## config.mk

```make
export PLATFORM = sky130hd
export DESIGN_NAME = gamma_breathing_duty_ramp
export DESIGN_NICKNAME = d
export VERILOG_FILES = /design/src/rtl/core/gbdr_pkg.sv /design/src/rtl/core/gamma_breathing_duty_ramp.sv /design/src/rtl/core/gbdr_arith.sv /design/src/rtl/core/gbdr_seq.sv
export SDC_FILE = /design/constraint.sdc
export NUM_CORES = 1
export LEC_CHECK = 0
export ABC_CLOCK_PERIOD_IN_PS = 23200
export BUFFER_PORTS_ARGS = -buffer_cell sky130_fd_sc_hd__buf_2
export CORE_ASPECT_RATIO = 2
export CORE_MARGIN = 2
export CORE_UTILIZATION = 55
export CTS_CLUSTER_SIZE = 25
export DETAILED_ROUTE_END_ITERATION = 12
export PLACE_DENSITY_LB_ADDON = 0.05
export SYNTH_ARGS = -nofsm -noshare
export SYNTH_HDL_FRONTEND = slang
export SYNTH_SLANG_ARGS = --single-unit
```

## constraint.sdc

```tcl
create_clock -name clk_i -period 23.2 [get_ports clk_i]
set_clock_uncertainty 0.1 [all_clocks]
set_input_delay 6.96 -clock clk_i [delete_from_list [all_inputs] [get_ports clk_i]]
set_output_delay 6.96 -clock clk_i [all_outputs]
set_load 0.005 [all_outputs]
```

## src/rtl/core/gbdr_pkg.sv

```systemverilog
`timescale 1ns / 1ps
// ----------------------------------------------------------------------------
// gbdr_pkg
// Shared types and constants for the breathing duty ramp generator.
// ----------------------------------------------------------------------------
package gbdr_pkg;

  localparam int unsigned TIME_W     = 32;
  localparam int unsigned INTERVAL_W = 10;
  localparam int unsigned DUTY_W     = 16;
  localparam int unsigned CFG_IDX_W  = 1;
  localparam int unsigned CFG_DATA_W = 16;

  // configuration register indexes
  localparam logic [CFG_IDX_W-1:0] CFG_STEP_INTERVAL = 1'b0;
  localparam logic [CFG_IDX_W-1:0] CFG_MAX_DUTY      = 1'b1;

  localparam logic [INTERVAL_W-1:0] INTERVAL_RESET = 10'd10;
  localparam logic [DUTY_W-1:0]     MAX_DUTY_RESET = 16'd999;

  typedef enum logic [2:0] {
    ST_IDLE,
    ST_CHECK,
    ST_SQUARE,
    ST_SCALE,
    ST_RECIP_LO,
    ST_RECIP_HI,
    ST_EMIT
  } seq_state_e;

  typedef enum logic [2:0] {
    OP_NONE,
    OP_SQUARE,
    OP_SCALE,
    OP_RECIP_LO,
    OP_RECIP_HI
  } arith_op_e;

  typedef struct packed {
    arith_op_e op;
  } arith_ctrl_t;

endpackage

```

## src/rtl/core/gamma_breathing_duty_ramp.sv

```systemverilog
`timescale 1ns / 1ps
// ----------------------------------------------------------------------------
// gamma_breathing_duty_ramp
// Breathing LED duty generator with a squared (gamma 2) ramp.
// ----------------------------------------------------------------------------
// Steps: a timestamp that does not step returns to idle after its check; one
//   that steps passes through check, square, scale, two reciprocal-multiply
//   halves and emit, in turn on the one shared multiplier; emit waits for a free output.
// A new timestamp is taken only in idle, once the previous one is through.
// Reset: async active low; time base and ramp index cleared, registers to
//   step interval 10 ms and peak duty 999, output empty.
module gamma_breathing_duty_ramp #(
  parameter int unsigned HALF_STEPS = 150
) (
  input  logic                               clk_i,
  input  logic                               rst_ni,
  input  logic                               s_axis_tvalid,
  output logic                               s_axis_tready,
  input  logic [gbdr_pkg::TIME_W-1:0]        s_axis_tdata,  // [31:0] now_ms
  output logic                               m_axis_tvalid,
  input  logic                               m_axis_tready,
  output logic [gbdr_pkg::DUTY_W-1:0]        m_axis_tdata,  // [15:0] duty
  input  logic                               cfg_we_i,
  input  logic [gbdr_pkg::CFG_IDX_W-1:0]     cfg_idx_i,
  input  logic [gbdr_pkg::CFG_DATA_W-1:0]    cfg_data_i
);

  localparam int unsigned PW = $clog2(HALF_STEPS + 1);

  logic [gbdr_pkg::INTERVAL_W-1:0] interval_q;
  logic [gbdr_pkg::DUTY_W-1:0]     max_duty_q;
  logic                            out_valid_q, out_valid_d;
  logic [gbdr_pkg::DUTY_W-1:0]     out_data_q;
  logic                            out_free;
  logic                            out_load;
  logic [PW-1:0]                   phase;
  logic [gbdr_pkg::DUTY_W-1:0]     duty;
  gbdr_pkg::arith_ctrl_t           ctrl;

  always_ff @(posedge clk_i or negedge rst_ni) begin
    if (!rst_ni) begin
      interval_q <= gbdr_pkg::INTERVAL_RESET;
      max_duty_q <= gbdr_pkg::MAX_DUTY_RESET;
    end else if (cfg_we_i) begin
      unique case (cfg_idx_i)
        gbdr_pkg::CFG_STEP_INTERVAL: interval_q <= cfg_data_i[gbdr_pkg::INTERVAL_W-1:0];
        gbdr_pkg::CFG_MAX_DUTY:      max_duty_q <= cfg_data_i[gbdr_pkg::DUTY_W-1:0];
        default: ;
      endcase
    end
  end

  gbdr_seq #(
    .HALF_STEPS (HALF_STEPS)
  ) u_seq (
    .clk_i      (clk_i),
    .rst_ni     (rst_ni),
    .in_valid_i (s_axis_tvalid),
    .in_ready_o (s_axis_tready),
    .now_i      (s_axis_tdata),
    .interval_i (interval_q),
    .out_free_i (out_free),
    .out_load_o (out_load),
    .ctrl_o     (ctrl),
    .phase_o    (phase)
  );

  gbdr_arith #(
    .HALF_STEPS (HALF_STEPS)
  ) u_arith (
    .clk_i      (clk_i),
    .rst_ni     (rst_ni),
    .ctrl_i     (ctrl),
    .phase_i    (phase),
    .max_duty_i (max_duty_q),
    .duty_o     (duty)
  );

  // output register; free once the pending transfer completes
  assign out_free = !out_valid_q || m_axis_tready;

  always_comb begin
    out_valid_d = out_valid_q;
    if (m_axis_tready) out_valid_d = 1'b0;
    if (out_load)      out_valid_d = 1'b1;
  end

  always_ff @(posedge clk_i or negedge rst_ni) begin
    if (!rst_ni) begin
      out_valid_q <= 1'b0;
    end else begin
      out_valid_q <= out_valid_d;
    end
  end

  always_ff @(posedge clk_i) begin
    if (out_load) out_data_q <= duty;
  end

  assign m_axis_tvalid = out_valid_q;
  assign m_axis_tdata  = out_data_q;

  a_duty_peak: assert property (@(posedge clk_i) disable iff (!rst_ni)
    out_load |-> (duty <= max_duty_q))
    else $error("gamma_breathing_duty_ramp: duty above peak");

  a_load_free: assert property (@(posedge clk_i) disable iff (!rst_ni)
    out_load |-> out_free)
    else $error("gamma_breathing_duty_ramp: result overwrote pending output");

  a_load_shown: assert property (@(posedge clk_i) disable iff (!rst_ni)
    out_load |=> (m_axis_tvalid && m_axis_tdata == $past(duty)))
    else $error("gamma_breathing_duty_ramp: loaded result not presented");

endmodule

```

## src/rtl/core/gbdr_arith.sv

```systemverilog
`timescale 1ns / 1ps
// ----------------------------------------------------------------------------
// gbdr_arith
// Shared multiplier: phase^2 * max_duty / HALF_STEPS^2, the constant divide
// done as a reciprocal multiply in two half-width passes.
// ----------------------------------------------------------------------------
module gbdr_arith #(
  parameter int unsigned HALF_STEPS = 150
) (
  input  logic                            clk_i,
  input  logic                            rst_ni,
  input  gbdr_pkg::arith_ctrl_t           ctrl_i,
  input  logic [$clog2(HALF_STEPS+1)-1:0] phase_i,
  input  logic [gbdr_pkg::DUTY_W-1:0]     max_duty_i,
  output logic [gbdr_pkg::DUTY_W-1:0]     duty_o
);

  localparam int unsigned     PW      = $clog2(HALF_STEPS + 1);
  localparam int unsigned     SQW     = 2 * PW;
  localparam longint unsigned DIVISOR = 64'(HALF_STEPS) * 64'(HALF_STEPS);
  localparam int unsigned     DW      = $clog2(DIVISOR + 64'd1);
  // phase^2 * max_duty stays below DIVISOR * 2^DUTY_W, so below 2^NW
  localparam int unsigned     NW      = DW + gbdr_pkg::DUTY_W;
  // floor(n * RECIP / 2^SH) equals floor(n / DIVISOR) for any n below 2^NW
  localparam int unsigned     SH      = NW + $clog2(DIVISOR);
  localparam longint unsigned RECIP   = ((64'd1 << SH) + DIVISOR - 64'd1) / DIVISOR;
  localparam int unsigned     MW      = $clog2(RECIP + 64'd1);
  localparam int unsigned     AW      = (SQW > (NW + 1) / 2) ? SQW : (NW + 1) / 2;
  localparam int unsigned     PRW     = AW + MW;
  localparam int unsigned     QLSB    = SH - AW;

  logic [AW-1:0]  mul_a;
  logic [MW-1:0]  mul_b;
  logic [PRW-1:0] mul_p;
  logic [NW-1:0]  prod_q, prod_d;
  logic [PRW-1:0] acc_q, acc_d;

  // one multiplier, operands picked by the current step
  always_comb begin
    unique case (ctrl_i.op)
      gbdr_pkg::OP_SCALE: begin
        mul_a = AW'(prod_q[SQW-1:0]);
        mul_b = MW'(max_duty_i);
      end
      gbdr_pkg::OP_RECIP_LO: begin
        mul_a = prod_q[AW-1:0];
        mul_b = MW'(RECIP);
      end
      gbdr_pkg::OP_RECIP_HI: begin
        mul_a = AW'(prod_q[NW-1:AW]);
        mul_b = MW'(RECIP);
      end
      default: begin
        mul_a = AW'(phase_i);
        mul_b = MW'(phase_i);
      end
    endcase
  end

  assign mul_p = mul_a * mul_b;

  always_comb begin
    prod_d = prod_q;
    acc_d  = acc_q;
    unique case (ctrl_i.op)
      gbdr_pkg::OP_SQUARE: begin
        prod_d = mul_p[NW-1:0];
      end
      gbdr_pkg::OP_SCALE: begin
        prod_d = mul_p[NW-1:0];
      end
      gbdr_pkg::OP_RECIP_LO: begin
        acc_d = mul_p;
      end
      gbdr_pkg::OP_RECIP_HI: begin
        // upper half weighs 2^AW; low half's product is shifted down to match
        acc_d = mul_p + (acc_q >> AW);
      end
      default: ;
    endcase
  end

  always_ff @(posedge clk_i) begin
    prod_q <= prod_d;
    acc_q  <= acc_d;
  end

  assign duty_o = acc_q[QLSB +: gbdr_pkg::DUTY_W];

  a_phase_bound: assert property (@(posedge clk_i) disable iff (!rst_ni)
    (ctrl_i.op == gbdr_pkg::OP_SQUARE) |-> (32'(phase_i) <= HALF_STEPS))
    else $error("gbdr_arith: phase above half period");

  // the product fed to the reciprocal is below divisor * 2^DUTY_W
  a_prod_bound: assert property (@(posedge clk_i) disable iff (!rst_ni)
    (ctrl_i.op == gbdr_pkg::OP_RECIP_LO) |->
      (64'(prod_q) < (DIVISOR << gbdr_pkg::DUTY_W)))
    else $error("gbdr_arith: product exceeds quotient range");

  a_quot_fit: assert property (@(posedge clk_i) disable iff (!rst_ni)
    (ctrl_i.op == gbdr_pkg::OP_RECIP_HI) |=>
      ((acc_q >> (QLSB + gbdr_pkg::DUTY_W)) == '0))
    else $error("gbdr_arith: quotient wider than duty");

endmodule

```

## src/rtl/core/gbdr_seq.sv

```systemverilog
`timescale 1ns / 1ps
// ----------------------------------------------------------------------------
// gbdr_seq
// Step sequencer: elapsed-time check, ramp index, phase and arithmetic steps.
// ----------------------------------------------------------------------------
module gbdr_seq #(
  parameter int unsigned HALF_STEPS = 150
) (
  input  logic                              clk_i,
  input  logic                              rst_ni,
  input  logic                              in_valid_i,
  output logic                              in_ready_o,
  input  logic [gbdr_pkg::TIME_W-1:0]       now_i,
  input  logic [gbdr_pkg::INTERVAL_W-1:0]   interval_i,
  input  logic                              out_free_i,
  output logic                              out_load_o,
  output gbdr_pkg::arith_ctrl_t             ctrl_o,
  output logic [$clog2(HALF_STEPS+1)-1:0]   phase_o
);

  localparam int unsigned PW   = $clog2(HALF_STEPS + 1);
  localparam int unsigned IW   = $clog2(2 * HALF_STEPS);
  localparam logic [IW:0] FULL = (IW + 1)'(2 * HALF_STEPS);
  localparam logic [IW:0] HALF = (IW + 1)'(HALF_STEPS);

  gbdr_pkg::seq_state_e state_q, state_d;

  logic [gbdr_pkg::TIME_W-1:0] now_q;
  logic [gbdr_pkg::TIME_W-1:0] last_q, last_d;
  logic [IW-1:0]               idx_q, idx_d;
  logic [PW-1:0]               phase_q, phase_d;
  logic [gbdr_pkg::TIME_W-1:0] elapsed;
  logic                        step;
  logic [IW:0]                 idx_inc;
  logic [IW:0]                 idx_next;
  logic [IW:0]                 fall;
  logic                        accept;

  assign accept  = in_valid_i && in_ready_o;
  assign elapsed = now_q - last_q;
  assign step    = !(elapsed < gbdr_pkg::TIME_W'(interval_i));

  assign idx_inc  = {1'b0, idx_q} + 1'b1;
  assign idx_next = (idx_inc == FULL) ? '0 : idx_inc;
  assign fall     = FULL - idx_next;

  always_comb begin
    state_d    = state_q;
    last_d     = last_q;
    idx_d      = idx_q;
    phase_d    = phase_q;
    in_ready_o = 1'b0;
    out_load_o = 1'b0;
    ctrl_o.op  = gbdr_pkg::OP_NONE;
    unique case (state_q)
      gbdr_pkg::ST_IDLE: begin
        in_ready_o = 1'b1;
        if (in_valid_i) state_d = gbdr_pkg::ST_CHECK;
      end
      gbdr_pkg::ST_CHECK: begin
        if (step) begin
          last_d  = now_q;
          idx_d   = idx_next[IW-1:0];
          phase_d = (idx_next < HALF) ? idx_next[PW-1:0] : fall[PW-1:0];
          state_d = gbdr_pkg::ST_SQUARE;
        end else begin
          state_d = gbdr_pkg::ST_IDLE;
        end
      end
      gbdr_pkg::ST_SQUARE: begin
        ctrl_o.op = gbdr_pkg::OP_SQUARE;
        state_d   = gbdr_pkg::ST_SCALE;
      end
      gbdr_pkg::ST_SCALE: begin
        ctrl_o.op = gbdr_pkg::OP_SCALE;
        state_d   = gbdr_pkg::ST_RECIP_LO;
      end
      gbdr_pkg::ST_RECIP_LO: begin
        ctrl_o.op = gbdr_pkg::OP_RECIP_LO;
        state_d   = gbdr_pkg::ST_RECIP_HI;
      end
      gbdr_pkg::ST_RECIP_HI: begin
        ctrl_o.op = gbdr_pkg::OP_RECIP_HI;
        state_d   = gbdr_pkg::ST_EMIT;
      end
      gbdr_pkg::ST_EMIT: begin
        // wait here while the output register still holds an untaken result
        if (out_free_i) begin
          out_load_o = 1'b1;
          state_d    = gbdr_pkg::ST_IDLE;
        end
      end
      default: state_d = gbdr_pkg::ST_IDLE;
    endcase
  end

  always_ff @(posedge clk_i or negedge rst_ni) begin
    if (!rst_ni) begin
      state_q <= gbdr_pkg::ST_IDLE;
      last_q  <= '0;
      idx_q   <= '0;
    end else begin
      state_q <= state_d;
      last_q  <= last_d;
      idx_q   <= idx_d;
    end
  end

  always_ff @(posedge clk_i) begin
    if (accept) now_q <= now_i;
    phase_q <= phase_d;
  end

  assign phase_o = phase_q;

  a_idx_range: assert property (@(posedge clk_i) disable iff (!rst_ni)
    {1'b0, idx_q} < FULL)
    else $error("gbdr_seq: ramp index out of range");

  a_phase_range: assert property (@(posedge clk_i) disable iff (!rst_ni)
    (state_q == gbdr_pkg::ST_SQUARE) |-> ((IW + 1)'(phase_q) <= HALF))
    else $error("gbdr_seq: phase above half period");

  a_no_step_idle: assert property (@(posedge clk_i) disable iff (!rst_ni)
    (state_q == gbdr_pkg::ST_CHECK && !step) |=> (state_q == gbdr_pkg::ST_IDLE))
    else $error("gbdr_seq: non-stepping item did not return to idle");

endmodule
```

=== After elaboration in Yosys (flattened, before gate mapping) ===
Cells that the tools add are included.

* Register bits after elaboration: 206
* Word-level logic and storage cells: 61
* Input port bits: 54

* Bitwise logic cells: 2
* Multiply operators: 1
* $add $sub $neg: 4
* Magnitude comparators: 2
* Eq/ne operators: 13
* Mux-type cells: 15
* Reductions and logical operators: 13

{| class="wikitable"
|+ Operators by type and width
! operator !! number
|-
| $pmux 48 s2 || 1
|-
| $pmux 32 s2 || 1
|-
| $add 48x32->48 || 1
|-
| $mul 16x32->48 || 1
|-
| $lt 32x10->1 || 1
|-
| $pmux 16 s2 || 1
|-
| $sub 32x32->32 || 1
|-
| $pmux 3 s7 || 1
|-
| $eq 3x2->1 const B || 4
|-
| $eq 3x3->1 const B || 4
|-
| $pmux 3 s4 || 1
|-
| $add 9x1->10 const B || 1
|-
| $eq 10x9->1 const B || 1
|-
| $lt 10x8->1 const B || 1
|-
| $mux 10 || 1
|-
| $mux 8 || 1
|-
| $reduce_and 2->1 || 4
|-
| $sub 6x8->8 const A || 1
|-
| $eq 3x1->1 const B || 2
|-
| $mux 3 || 2
|-
| $reduce_or 2->1 || 3
|-
| $mux 1 || 5
|-
| $ne 2x2->1 const B || 2
|-
| $reduce_bool 2->1 || 2
|-
| other kinds (6) || 7
|}

=== Longest topological paths before layout ===
* Depth after elaboration: 8
* Depth in mapped cells: 41
* Mapped depth without buffers: 39

=== By module ===
From an unflattened synthesis, not the netlist that was laid out.

* Cell total of the unflattened synthesis: 2596
* Area total of the unflattened synthesis: 24646.1 um^2

{| class="wikitable"
|+ By module, submodules not included
! module !! cells an instance !! sequential area each (um^2) !! instances !! area an instance (um^2)
|-
| gbdr_arith || 1921 || 1891.8 || 1 || 17260.3
|-
| gbdr_seq || 600 || 2302.2 || 1 || 5839.4
|-
| gamma_breathing_duty_ramp || 75 || 1168.6 || 1 || 1546.5
|}

=== Worst setup path after synthesis ===
No wires, ideal clock.

* Kind: register -> register
* Start: register u_seq.state_q[1]
* End: register u_arith.acc_q[46] (data pin)
* Stages on the path, launching flop included: 32
* Slack: 13445 ps
* Data arrival time: 9390 ps
* Setup time: 265 ps
* Path buffers: 2
* Cells stage by stage: dfrtp_1 > clkbuf_1 > nor2b_1 > and3_1 > clkbuf_1 > nand2_1 > fa_1 > fa_1 > inv_1 > fa_1 > fa_1 > fa_1 > inv_1 > fa_1 > inv_1 > ha_1 > and2_1 > and3_1 > o2111ai_1 > a211o_1 > nor2b_1 > xnor2_1 > ha_1 > nand2_1 > o41ai_1 > a41o_1 > o211ai_1 > a21oi_1 > o211a_1 > nand4b_1 > nor4b_1 > xnor2_1

* Cells in the longest elaborated chain, start to end: 8
* Elaborated cells between the ends (all ways): 15
* Those cells by class: add/sub: 1; mul: 1; eq/ne: 7; mux: 4; reduce/logical: 2

{| class="wikitable"
|+ Ends and longest elaborated chain
! item !! RTL line !! source
|-
| start: declaration || gbdr_seq.sv:26 || <nowiki>gbdr_pkg::seq_state_e state_q, state_d;</nowiki>
|-
| start signal: assignment || gbdr_seq.sv:99 || <nowiki>state_q <= gbdr_pkg::ST_IDLE;</nowiki>
|-
| start signal: assignment || gbdr_seq.sv:103 || <nowiki>state_q <= state_d;</nowiki>
|-
| $eq 3x3->1 / $eq 3x2->1 (equally long branches) || gbdr_seq.sv:55 || <nowiki>unique case (state_q)</nowiki>
|-
| $pmux 3 s4 (*) || gbdr_seq.sv:55 ||
|-
| $eq 3x2->1 / $eq 3x3->1 (equally long branches) || gbdr_arith.sv:40 || <nowiki>unique case (ctrl_i.op)</nowiki>
|-
| $reduce_or 2->1 (no source line) || -- ||
|-
| $pmux 16 s2 / $pmux 32 s2 (equally long branches) || gbdr_arith.sv:40 ||
|-
| $mul 16x32->48 (*) || gbdr_arith.sv:60 || <nowiki>assign mul_p = mul_a * mul_b;</nowiki>
|-
| net u_arith.mul_p[21] || gbdr_arith.sv:34 || <nowiki>logic [PRW-1:0] mul_p;</nowiki>
|-
| $add 48x32->48 (*) || gbdr_arith.sv:77 || <nowiki>acc_d = mul_p + (acc_q >> AW);</nowiki>
|-
| $pmux 48 s2 (*) || gbdr_arith.sv:65 || <nowiki>unique case (ctrl_i.op)</nowiki>
|-
| net u_arith.acc_d[46] || gbdr_arith.sv:36 || <nowiki>logic [PRW-1:0] acc_q, acc_d;</nowiki>
|-
| end signal: assignment || gbdr_arith.sv:85 || <nowiki>acc_q <= acc_d;</nowiki>
|-
| end: declaration || gbdr_arith.sv:36 ||
|}

Mark *: on every way through the listed nets, which the timed path passes. The rest lies on a longest branch.
A chain may end at the register's enable or synchronous reset.

=== Worst setup path after layout ===
Ends and elaborated chain as after synthesis.

==> flow_summary.ini <==
[detailed_routing]
wirelength_microns = 81500
dr.pass1.iters = 6
vias = 19100
ant_nets = 0
viasPerCell = 6.06
drc = 0
first_iter_violations = 1210
routedWlPerCell_microns = 25.9

[synth]
yosysWarnings = 0
syn_area_sq_um = 24200
synth_cell_types = 87
ys_ff_latch = 190
synth_area_leaders = fa_1 25%, edfxtp_1 15%, ha_1 13%
synth_cells = 2537
synth_nets = 3144
synth_top_area_share_pct = 25.4
synth_edf_count = 119
ys_seq_area_share_pct = 22.2
yosysMostFrequentCell = inv_1
async_reset_ff_share_pct = 37.4
synthFlopType = edfxtp_1
netlist_top_cells_count = 430 x inv_1, 307 x fa_1, 272 x nand2_1
syn_area_per_cell_sq_um = 9.52
synth_top_cell_by_area = fa_1

[sta]
slew_violations = 0
min_period_ns = 13.13
fmax_mhz = 76.1
slew_headroom_pct = 1.89
rsz0062_at_grt = no
setup_tns_ns = 0
setup_viol = 0
worst_slew_pin_slew_ns = 1.47
finalHoldViolCount = 0
fin_crit_sh_pct = 56.6

[final_layout]
drive_gt1_share_pct = 9.08
fillers = 3852
finalNetCount = 3192
final_util_pct = 59.5
syn_to_final_growth_pct = 6.86

[floorplan]
die_area_sq_um = 45700
io_pins = 72
die_h_microns = 300
rows = 108
start_util_pct = 55.7
die_w_microns = 152
core_area_sq_um = 43400

[grt]
grt_pass1_vias = 21000
grt_antenna_before_repair = 3
grt_pass1_wl_microns = 122000
grt_overflow = 0
grt_max_degree = 55
grt_use_total_pct = 36.4

[worst_setup_path]
critical_path_class = reg2reg
slowest_delay_ns = 1.26
required_ns = 23.32
cp_max_fo = 53
critPathSlowestCell = a21oi_1
crit_arrival_ns = 13.26
worstSetupEndpointType = flop
crit_top_cell = fa_1
setup.worst_path.start_class = flop

[placement]
numPortBuffers = 71
place.gp.congestion = 1.05
dp_hpwl_microns = 68800

[clock_network]
htreeDepth = 4
cts_made_buffers = 17
cts_root_buffer = clkbuf_16
clk_pin_slew_ns = 0.08
clock_path_buffers = 2
cts_sinks = 190
cts_setup_buffers = 0
insertion_delay_ns = 0.48
holdBufCountCts = 0
tritoncts = done
ctsResizeCount = 0

[hold_path]
hp-class = reg2reg

[job]
maxCapViolCount = 0

[outcome]
outcome = finished, final reports clean
through the flow:
stage               cell area [sq um]  setup WS [ns]  cells  hold slack [ns]
floorplan                       24200          13.44   2537            0.333
global placement                25200          10.33   3116            0.386
detailed placement              25200          10.20   3116            0.388
CTS                             25800          10.16   3148            0.412
global route                    25800           9.30   3151            0.423
finish                          25800          10.07   3152            0.400
cells by family after synthesis:
| group | synth area share [%] |
|---|---|
| buffers and inverters | 7.88 |
| xor gates and xnor gates | 3.77 |
| muxes | 2.80 |
| adders and majority gates | 38.2 |
| AOI/OAI and AO/OA | 12.6 |
| and+or+nand+nor | 12.6 |
| DFF | 22.2 |
critical path, delay by kind of cell, from the launching register on:
kind | cells | cell delay (ns)
flops | 1 | 0.38
simple gates | 10 | 3.20
fa+ha+maj | 8 | 3.77
compound gates | 10 | 3.56
xor+xnor | 2 | 0.66
buf+inv | 7 | 1.17
flip-flops by register name, summed over array words and instances, names as in the netlist:
register and count:
interval_q 10, m_axis_tdata 16, m_axis_tvalid 1, max_duty_q 16, u_arith.acc_q 32, u_arith.prod_q 31, u_seq.idx_q 9, u_seq.last_q 32
u_seq.now_q 32, u_seq.phase_o 8, u_seq.state_q 3
final cells by class:
| cell class | instances | area [sq um] | share of cell area [%] |
|---|---|---|---|
| flip-flops and latches | 190 | 5360 | 20.8 |
| diodes | 4 | 10.0 | 0.0388 |
| well taps | 550 | 688 | 2.67 |
| clock inverters | 14 | 178 | 0.688 |
| repair buffers | 101 | 583 | 2.26 |
| multi-input cells | 1845 | 16900 | 65.6 |
| clock buffers | 18 | 439 | 1.70 |
| inverters | 430 | 1610 | 6.25 |
metal layers:
metal | track usage (%) | vias up | share of wire, %
li1 | - | 8533 | -
met1 | 32.3 | 9479 | 30
met2 | 69.6 | 737 | 55
met3 | 4.74 | 359 | 4.1
met4 | 33.8 | 0 | 11
met5 | 0 | - | 0
cell usage in the layout, fill, tap and decap left out, types with 14 or more instances in the layout:
cell type and count:
nand3_1 32, nor3_1 26, a211oi_1 14, edfxtp_1 119, nand4_1 16, nand2b_1 21, xnor2_1 63, nor2_1 208
inv_1 429, nand2_1 272, clkbuf_16 17, and3_1 14, buf_4 31, ha_1 246, mux2_2 48, fa_1 307
o211ai_1 14, a21o_1 52, buf_2 70, xor2_1 41, a21oi_1 130, dfrtp_1 61, and2_1 16, o21ai_0 76
final timing paths:
kind | slack [ns] | endpoint | start | depth (start not counted)
min in group asynchronous | 6.28 | u_seq.last_q[26]$_DFFE_PN0P_ | rst_ni | 1
worst max register to register | 10.07 | u_arith.acc_q[46]$_DFFE_PN_ | u_seq.state_q[1]$_DFFE_PN0P_ | 37
worst min register to register | 0.40 | m_axis_tdata[10]$_DFFE_PP_ | u_arith.acc_q[40]$_DFFE_PN_ | 0
max in group asynchronous | 15.64 | u_seq.last_q[9]$_DFFE_PN0P_ | rst_ni | 2
worst min-delay path | 0.40 | m_axis_tdata[10]$_DFFE_PP_ | u_arith.acc_q[40]$_DFFE_PN_ | 0
worst max-delay path | 10.07 | u_arith.acc_q[46]$_DFFE_PN_ | u_seq.state_q[1]$_DFFE_PN0P_ | 37
Power is not shown: default switching activity piles up to over one toggle a cycle in this logic, so the estimate is an artifact.
